**src/design/date_offset_by_days_unit_macros.svh**
```systemverilog
// Assertion macros for the date offset unit.
// Uses clk and rst from the including module's scope.
`ifndef DATE_OFFSET_BY_DAYS_UNIT_MACROS_SVH
`define DATE_OFFSET_BY_DAYS_UNIT_MACROS_SVH
`ifndef NO_ASSERTIONS
`define DOBD_ASSERT(lbl, prop) \
  lbl: assert property (@(posedge clk) disable iff (rst) prop) \
    else $error("dobd: assertion failed");
`define DOBD_ASSERT_RST(lbl, prop) \
  lbl: assert property (@(posedge clk) prop) \
    else $error("dobd: assertion failed during or after reset");
`else
`define DOBD_ASSERT(lbl, prop)
`define DOBD_ASSERT_RST(lbl, prop)
`endif
`endif

```
**src/design/dobd_pkg.sv**
```systemverilog
// Shared types, constants and the month length function of the date offset unit.
// No dependencies.
package dobd_pkg;

  localparam int MAX_OFFSET = 32767;
  localparam int CNT_W      = $clog2(MAX_OFFSET + 1);

  localparam int DAY_W   = 5;
  localparam int MONTH_W = 4;
  localparam int CFG_YEAR_W = 14;
  localparam int YEAR_W  = 16;
  localparam int RES_YEAR_W = 15;
  localparam int OFS_W   = 16;
  localparam int CFG_W   = 14;
  localparam int IDX_W   = 2;
  localparam int REM_W   = CFG_YEAR_W;

  localparam int LEAP_CYCLE = 400;
  localparam int CENTURY    = 100;

  localparam logic [IDX_W-1:0] REG_BASE_DAY   = 2'd0;
  localparam logic [IDX_W-1:0] REG_BASE_MONTH = 2'd1;
  localparam logic [IDX_W-1:0] REG_BASE_YEAR  = 2'd2;

  localparam logic [MONTH_W-1:0] MON_JAN = 4'd1;
  localparam logic [MONTH_W-1:0] MON_FEB = 4'd2;
  localparam logic [MONTH_W-1:0] MON_APR = 4'd4;
  localparam logic [MONTH_W-1:0] MON_JUN = 4'd6;
  localparam logic [MONTH_W-1:0] MON_SEP = 4'd9;
  localparam logic [MONTH_W-1:0] MON_NOV = 4'd11;
  localparam logic [MONTH_W-1:0] MON_DEC = 4'd12;

  localparam logic [DAY_W-1:0] DAYS_31   = 5'd31;
  localparam logic [DAY_W-1:0] DAYS_30   = 5'd30;
  localparam logic [DAY_W-1:0] DAYS_29   = 5'd29;
  localparam logic [DAY_W-1:0] DAYS_28   = 5'd28;
  localparam logic [DAY_W-1:0] FIRST_DAY = 5'd1;

  typedef struct packed {
    logic [DAY_W-1:0]      day;
    logic [MONTH_W-1:0]    month;
    logic [CFG_YEAR_W-1:0] year;
  } base_cfg_t;

  typedef struct packed {
    logic [DAY_W-1:0]        day;
    logic [MONTH_W-1:0]      month;
    logic signed [YEAR_W-1:0] year;
  } date_t;

  function automatic logic [DAY_W-1:0] month_len(input logic [MONTH_W-1:0] month,
                                                  input logic leap);
    logic [DAY_W-1:0] len;
    case (month) inside
      MON_APR, MON_JUN, MON_SEP, MON_NOV: len = DAYS_30;
      MON_FEB: len = leap ? DAYS_29 : DAYS_28;
      default: len = DAYS_31;
    endcase
    return len;
  endfunction

endpackage

```
**src/design/dobd_step_unit.sv**
```systemverilog
// One-day step unit: next or previous calendar day, with year mod 400 tracking.
// Depends on dobd_pkg.
module dobd_step_unit (
  input  dobd_pkg::date_t               cur,
  input  logic [dobd_pkg::REM_W-1:0]    rem,
  input  logic                          backward,
  output logic [dobd_pkg::DAY_W-1:0]    len,
  output dobd_pkg::date_t               nxt,
  output logic [dobd_pkg::REM_W-1:0]    nxt_rem
);
  import dobd_pkg::*;

  logic                 leap;
  logic [MONTH_W-1:0]   prev_month;
  logic [DAY_W-1:0]     prev_len;
  logic [REM_W-1:0]     rem_inc;
  logic [REM_W-1:0]     rem_dec;

  assign leap = (rem == '0) ||
                (cur.year[1:0] == 2'b00 && rem != REM_W'(CENTURY) &&
                 rem != REM_W'(2 * CENTURY) && rem != REM_W'(3 * CENTURY));
  assign len        = month_len(cur.month, leap);
  assign prev_month = (cur.month == MON_JAN) ? MON_DEC : cur.month - 1'b1;
  assign prev_len   = month_len(prev_month, leap);
  assign rem_inc    = (rem == REM_W'(LEAP_CYCLE - 1)) ? '0 : rem + 1'b1;
  assign rem_dec    = (rem == '0) ? REM_W'(LEAP_CYCLE - 1) : rem - 1'b1;

  always_comb begin
    nxt     = cur;
    nxt_rem = rem;
    if (!backward) begin
      if (cur.day >= len) begin
        nxt.day = FIRST_DAY;
        if (cur.month < MON_DEC) begin
          nxt.month = cur.month + 1'b1;
        end else begin
          nxt.month = MON_JAN;
          nxt.year  = cur.year + YEAR_W'(1);
          nxt_rem   = rem_inc;
        end
      end else begin
        nxt.day = cur.day + 1'b1;
      end
    end else begin
      if (cur.day <= FIRST_DAY) begin
        if (cur.month > MON_JAN) begin
          nxt.month = prev_month;
          nxt.day   = prev_len;
        end else begin
          nxt.month = MON_DEC;
          nxt.day   = DAYS_31;
          nxt.year  = cur.year - YEAR_W'(1);
          nxt_rem   = rem_dec;
        end
      end else begin
        nxt.day = cur.day - 1'b1;
      end
    end
  end

endmodule

```
**src/design/dobd_ctrl.sv**
```systemverilog
// Sequencer: latches a transaction, reduces year mod 400, clamps the day,
// then drives the shared step unit once per day. Depends on dobd_pkg, dobd_step_unit.
module dobd_ctrl (
  input  logic                              clk,
  input  logic                              rst,
  input  dobd_pkg::base_cfg_t               base,
  input  logic                              in_valid,
  output logic                              in_ready,
  input  logic signed [dobd_pkg::OFS_W-1:0] day_offset,
  output logic                              out_valid,
  input  logic                              out_ready,
  output logic [dobd_pkg::DAY_W-1:0]        result_day,
  output logic [dobd_pkg::MONTH_W-1:0]      result_month,
  output logic signed [dobd_pkg::RES_YEAR_W-1:0] result_year
);
  import dobd_pkg::*;

  `include "date_offset_by_days_unit_macros.svh"

  typedef enum logic [1:0] {ST_IDLE, ST_MOD, ST_CLAMP, ST_STEP} state_t;

  state_t             state;
  date_t              cur;
  logic [REM_W-1:0]   rem;
  logic               backward;
  logic [CNT_W-1:0]   cnt;

  logic [DAY_W-1:0]   len;
  date_t              nxt;
  logic [REM_W-1:0]   nxt_rem;
  logic signed [OFS_W:0] off_ext;
  logic [OFS_W:0]     off_mag;
  logic [CNT_W-1:0]   cnt_start;
  logic               load_out;
  logic               date_ok;

  dobd_step_unit u_step (
    .cur      (cur),
    .rem      (rem),
    .backward (backward),
    .len      (len),
    .nxt      (nxt),
    .nxt_rem  (nxt_rem)
  );

  assign in_ready  = (state == ST_IDLE);
  assign off_ext   = {day_offset[OFS_W-1], day_offset};
  assign off_mag   = day_offset[OFS_W-1] ? (OFS_W+1)'(-off_ext) : (OFS_W+1)'(off_ext);
  assign cnt_start = (32'(off_mag) > 32'(MAX_OFFSET)) ? CNT_W'(MAX_OFFSET)
                                                      : CNT_W'(off_mag);
  assign load_out  = (state == ST_STEP) && (cnt == '0) && (!out_valid || out_ready);
  assign date_ok   = (cur.day != '0) && (cur.day <= len) &&
                     (cur.month != '0) && (cur.month <= MON_DEC);

  always_ff @(posedge clk) begin
    if (rst) begin
      state     <= ST_IDLE;
      out_valid <= 1'b0;
    end else begin
      if (load_out) begin
        out_valid <= 1'b1;
      end else if (out_ready) begin
        out_valid <= 1'b0;
      end
      unique case (state)
        ST_IDLE: begin
          if (in_valid) begin
            cur.day   <= (base.day == '0) ? FIRST_DAY : base.day;
            cur.month <= (base.month == '0) ? MON_JAN :
                         (base.month > MON_DEC) ? MON_DEC : base.month;
            cur.year  <= signed'({{(YEAR_W-CFG_YEAR_W){1'b0}}, base.year});
            rem       <= base.year;
            backward  <= day_offset[OFS_W-1];
            cnt       <= cnt_start;
            state     <= ST_MOD;
          end
        end
        ST_MOD: begin
          if (rem >= REM_W'(LEAP_CYCLE)) begin
            rem <= rem - REM_W'(LEAP_CYCLE);
          end else begin
            state <= ST_CLAMP;
          end
        end
        ST_CLAMP: begin
          if (cur.day > len) begin
            cur.day <= len;
          end
          state <= ST_STEP;
        end
        ST_STEP: begin
          if (cnt != '0) begin
            cur <= nxt;
            rem <= nxt_rem;
            cnt <= cnt - 1'b1;
          end else if (load_out) begin
            result_day   <= cur.day;
            result_month <= cur.month;
            result_year  <= cur.year[RES_YEAR_W-1:0];
            state        <= ST_IDLE;
          end
        end
        default: state <= ST_IDLE;
      endcase
    end
  end

  `DOBD_ASSERT(a_date_sane, (state == ST_STEP) |-> date_ok)
  `DOBD_ASSERT(a_rem_reduced, (state == ST_STEP) |-> (rem < REM_W'(LEAP_CYCLE)))
  `DOBD_ASSERT(a_cnt_down, (state == ST_STEP && cnt != '0) |=> (cnt == $past(cnt) - 1'b1))
  `DOBD_ASSERT_RST(a_result_from_step, (!rst && $rose(out_valid)) |-> $past(state == ST_STEP))

endmodule

```
**src/design/date_offset_by_days_unit.sv**
```systemverilog
// Date offset unit top level: configuration registers and the day-step sequencer.
// Depends on dobd_pkg, dobd_ctrl.
//
// Moves a Gregorian base date (registers 0 day, 1 month, 2 year) by the signed
// day count of each input transaction and returns the moved date.
// Configuration: cfg_we writes cfg_data into register cfg_index at the clock
// edge; index 3 is ignored. Write only while no transaction is in flight.
// Input: in_valid/in_ready with day_offset; accepted when both are high.
// in_ready is high only while the sequencer is idle.
// Output: out_valid/out_ready with result_day, result_month, result_year,
// held in an output register until taken.
// Sequence: latch the transaction, reduce the year mod 400 (one subtract of
// 400 per cycle), clamp the day, step one day of offset per cycle (up to
// 32767) through the shared step unit, and load the output register. One
// transaction is in flight at a time.
// If the receiver stalls, the next result waits in the sequencer until the
// output register frees; in_ready stays low meanwhile.
// Reset: base date 1 January 2000, sequencer idle, no result pending.
module date_offset_by_days_unit (
  input  logic                              clk,
  input  logic                              rst,
  input  logic                              cfg_we,
  input  logic [dobd_pkg::IDX_W-1:0]        cfg_index,
  input  logic [dobd_pkg::CFG_W-1:0]        cfg_data,
  input  logic                              in_valid,
  output logic                              in_ready,
  input  logic signed [dobd_pkg::OFS_W-1:0] day_offset,
  output logic                              out_valid,
  input  logic                              out_ready,
  output logic [dobd_pkg::DAY_W-1:0]        result_day,
  output logic [dobd_pkg::MONTH_W-1:0]      result_month,
  output logic signed [dobd_pkg::RES_YEAR_W-1:0] result_year
);
  import dobd_pkg::*;

  base_cfg_t base;

  always_ff @(posedge clk) begin
    if (rst) begin
      base.day   <= FIRST_DAY;
      base.month <= MON_JAN;
      base.year  <= CFG_YEAR_W'(2000);
    end else if (cfg_we) begin
      unique case (cfg_index)
        REG_BASE_DAY:   base.day   <= cfg_data[DAY_W-1:0];
        REG_BASE_MONTH: base.month <= cfg_data[MONTH_W-1:0];
        REG_BASE_YEAR:  base.year  <= cfg_data[CFG_YEAR_W-1:0];
        default: ;
      endcase
    end
  end

  dobd_ctrl u_ctrl (
    .clk          (clk),
    .rst          (rst),
    .base         (base),
    .in_valid     (in_valid),
    .in_ready     (in_ready),
    .day_offset   (day_offset),
    .out_valid    (out_valid),
    .out_ready    (out_ready),
    .result_day   (result_day),
    .result_month (result_month),
    .result_year  (result_year)
  );

endmodule
```
**config.mk**
```make
export PLATFORM = sky130hd
export DESIGN_NAME = date_offset_by_days_unit
export DESIGN_NICKNAME = d
export VERILOG_FILES = /design/src/design/dobd_pkg.sv /design/src/design/dobd_step_unit.sv /design/src/design/dobd_ctrl.sv /design/src/design/date_offset_by_days_unit.sv
export VERILOG_INCLUDE_DIRS = /design/src /design/src/design
export SDC_FILE = /design/constraint.sdc
export NUM_CORES = 1
export LEC_CHECK = 0
export BUFFER_PORTS_ARGS = -buffer_cell sky130_fd_sc_hd__buf_2
export CORE_MARGIN = 4
export CORE_UTILIZATION = 60
export DETAILED_ROUTE_END_ITERATION = 12
export PLACE_DENSITY_LB_ADDON = 0.1
export SYNTH_ARGS = -nofsm -noshare
export SYNTH_HDL_FRONTEND = slang
export SYNTH_SLANG_ARGS = --single-unit
export TNS_END_PERCENT = 10
```
**constraint.sdc**
```tcl
create_clock -name clk -period 12.8 [get_ports clk]
set_clock_uncertainty 0.2 [all_clocks]
set_input_delay 3.2 -clock clk [delete_from_list [all_inputs] [get_ports clk]]
set_output_delay 3.2 -clock clk [all_outputs]
set_load 0.01 [all_outputs]
```
==> results.txt <==
Setup repair after global routing left no endpoint under its margin. Among the stages of the critical path, the cell type that occurs most often is sky130_fd_sc_hd__or4_4. The fraction of registers with async set/reset was 0; the number of clock buffers inserted by TritonCTS was 9.

Counting every net in the synthesized netlist gives 793. Entering global routing, the biggest net connects 46 pins. The number of port buffers was 62; the clock transition at the register clock pins on the worst setup and hold paths after CTS was 0.07 ns. The fraction of layout cells with a size suffix above 1 came out at 0.133. In this run the cell area of the synthesized design comes to 6800 um2.

Summing all multi-input logic gate instances after layout gives 3700 um2. The number of distinct library cell variants in the gate-level netlist after synthesis was 66; the top-area cell type share of the netlist area was 0.345. TritonCTS built the clock tree. The number of inserted diodes was 0; the number of synthesized register bits was 104. The signal on the critical path passes through buf_2 -> or4_4 -> or4_4 -> nor4_4 -> a31oi_1 -> a22oi_1. Data on the critical path arrives at its endpoint at 5.40 ns. The worst path buffer plus inverter count came out at 1. Sorting the synthesized cells by area gives the leading types as sky130_fd_sc_hd__edfxtp_1, sky130_fd_sc_hd__dfxtp_1, sky130_fd_sc_hd__ha_1, sky130_fd_sc_hd__nand2_1, sky130_fd_sc_hd__xnor2_1. For the finished layout, the period the worst path requires is 5.43 ns. The tools report the detailed-route via count as 5,691. The total overflow left after global routing is 0. The worst setup path is captured at a flop. Of all nets on the critical path, the largest fanout is 14. The kind of critical path was input pin to flop. Max-cap violations in this run came to 0. The die covers 13,100 um2.

At the later pin of the worst-skew pair, clock insertion delay measures 0.35 ns. Hold repair after CTS inserted 0 buffers. Cell taking the most area after synthesis: sky130_fd_sc_hd__edfxtp_1.

The initial antenna violation count is 0. The post-synthesis sequential area ratio is 0.421, and the length of the first detailed-routing pass in iterations is 5. The tools report the headroom to the max-slew limit as 0.137. Counting along the longest clock path gives a buffer depth of 2. The worst-case IR drop observed on VDD is 0.109 mV. For the wire length of the first global-routing pass, the log shows 27,600 um. The tools report the endpoint of the most critical register-to-register path as u_ctrl.cur[9]. The logs give 12,200 um for the HPWL reported at the end of detailed placement and 16,900 um for the total detailed-routing wirelength. The path class of the tightest hold or removal check is flop to flop.

The layout overhead on the synthesized area is 10.5%, and the filler cell count is 875. In the synthesized netlist the dominant register cell turns out to be sky130_fd_sc_hd__edfxtp_1. In this design, the stage delay of the slowest critical-path cell is 0.56 ns. In this run the static leakage power is 2.87 nW. The number of stages on the worst hold path was 0; the power density relative to cell area was 181 nW/um2. The leading cell type by number of instances after synthesis is sky130_fd_sc_hd__nand2_1. In the final routed layout, each cell accounts on average for 18.7 um. On the critical path, the stage with the largest delay is an instance of sky130_fd_sc_hd__or4_4.

The number of clock sinks seen by CTS is 104, and the number of warnings reported in the yosys synthesis log is 0. The number of global-route vias before repair is 5,659. The largest delay contributor family on the critical path was simple AND/OR/NAND/NOR gates.

The flow ran to the end, and the final reports show no timing, DRC or antenna violations. The core region is 11,000 um2. The post-route clock period utilization was 0.424; the worst-margin pin slew was 1.29 ns. In this run, post-CTS repair resized a total of 0 instances. For this block, the initial DRC count from the detailed router was 537. The global routing usage summed across all routing layers was 0.262; the required time of the critical path was 12.77 ns.

The die is 114 um wide. The beginning of the worst hold path is u_ctrl.cur[11]. The clock tree synthesis step divided the H-tree into 3 levels. Using the TritonRoute via totals, the vias-per-cell ratio works out to 6.29. The worst setup slack for register-to-register paths was 7.78 ns. Worst reg2reg path startpoint: u_ctrl.rem[4]. The max-slew violation count came out at 0. The tree is rooted in a sky130_fd_sc_hd__clkbuf_16. A synthesized cell averages 9.46 um2.

Measured in cells, the most critical reg-to-reg path has a length of 15. The sum of negative setup slack was 0 ns; the cell count after synthesis was 718. By count the netlist is led by sky130_fd_sc_hd__nand2_1, sky130_fd_sc_hd__edfxtp_1, sky130_fd_sc_hd__nor2_1.

The number of nets still failing antenna checks after routing came out at 0. After routing the design area is 7510 um2. For this run, the top clock speed supported by timing is 184 MHz.

During I/O placement, the number of pins put on the boundary was 63. The synthesized design contains 78 enable-type register cells. For the number of remaining DRC errors, the log shows 0. The startpoint type of the worst setup path is an input pin. In this run the post-CTS setup repair buffer count came out at 0.

Worst min-delay path endpoint: u_ctrl.result_year[11]. The run gives 0 as the final-report setup violation count. The initial core utilization is 0.619. The die height was 114 um. The net count of the finished layout is 835.

The run gives 0.900 as the routability congestion estimate. The number of hold violations in the final report is 0, and the combined flip-flop and latch cell area is 2860 um2. Summing all placed instances gives a cell area of 7180 um2. The floorplan has 38 rows.
==> worst max-delay path by stage <==
stage / end / depth (start not counted) / slack (ns) / from
CTS: u_ctrl.cnt[14] / 6 / 7.39 / day_offset[7]
global route: u_ctrl.cnt[0] / 6 / 7.21 / day_offset[7]
floorplan: u_ctrl.cnt[14] / 6 / 7.33 / day_offset[7]
detailed placement: u_ctrl.cnt[2] / 6 / 6.99 / day_offset[7]
finish: u_ctrl.cnt[0] / 6 / 7.37 / day_offset[7]
global placement: u_ctrl.cnt[2] / 6 / 7.12 / day_offset[7]
==> routing by layer <==
layer  vias up  share of wire  GRT usage
met1      2718           0.43      0.345
met2       210           0.49      0.444
met4         0          0.022     0.0918
li1       2731              -          -
met3        32          0.060     0.0349
met5         -              0          0
==> area by class of cell <==
cell class	count	share of cell area
clock buffer	11	0.0352
clock inverter	5	0.00900
inverter	27	0.0135
multi-input combinational	552	0.492
sequential	104	0.381
tap	140	0.0233
timing repair buffer	66	0.0453
==> logic make-up after synthesis <==
group           after synthesis  share of synthesized area
simple gates                254                      0.186
compound gates              180                      0.178
fa+ha+maj                    38                     0.0711
xor+xnor                     57                     0.0735
buf+inv                      62                     0.0357
flops                       104                      0.421
mux                          23                     0.0352
==> placed cells by master, fill, tap and decap left out, drive strengths merged, types with 5 or more instances in the layout <==
master,n
inv,27
o31a,5
nand2b,7
o21a,10
a211o,5
a21oi,49
xor2,27
a21o,7
nor2b,13
a31oi,5
nor4,8
nand3,15
mux2,7
and3,10
clkbuf,11
buf,66
xnor2,30
a211oi,10
nand4,9
nor2,62
mux2i,16
o22ai,5
o21ai,31
o221ai,5
or3,7
o211ai,5
nor3,20
dfxtp,26
ha,37
nand2,79
edfxtp,78
o31ai,7
a22oi,14
==> power breakdown <==
group / total (mW) / switching [mW] / internal [mW]
logic: 0.506 / 0.297 / 0.209
clock network: 0.303 / 0.131 / 0.172
registers: 0.553 / 0.0917 / 0.461
total: 1.36 / 0.519 / 0.842
==> per-stage QoR <==
step / total power [mW] / instances / util / hold WS (ns) / setup WS, ns
6_report: 1.36 / 905 / 0.684 / 0.259 / 7.37
5_1_grt: 1.44 / 905 / 0.684 / 0.274 / 7.21
4_1_cts: 1.36 / 905 / 0.684 / 0.259 / 7.39
3_5_place_dp: 1.05 / 889 / 0.653 / 0.241 / 6.99
3_3_place_gp: 1.03 / 889 / 0.653 / 0.243 / 7.12
2_1_floorplan: 0.921 / 718 / - / 0.224 / 7.33
==> registers in the layout (all words and copies together) (netlist names) <==
signal and cells:
u_ctrl.out_valid 1, base 23, u_ctrl.state 2, u_ctrl.cnt 15
u_ctrl.backward 1, u_ctrl.rem 14, u_ctrl.result_day 5, u_ctrl.result_month 4
u_ctrl.cur 24, u_ctrl.result_year 15
Power figures use the tool's default switching activity.
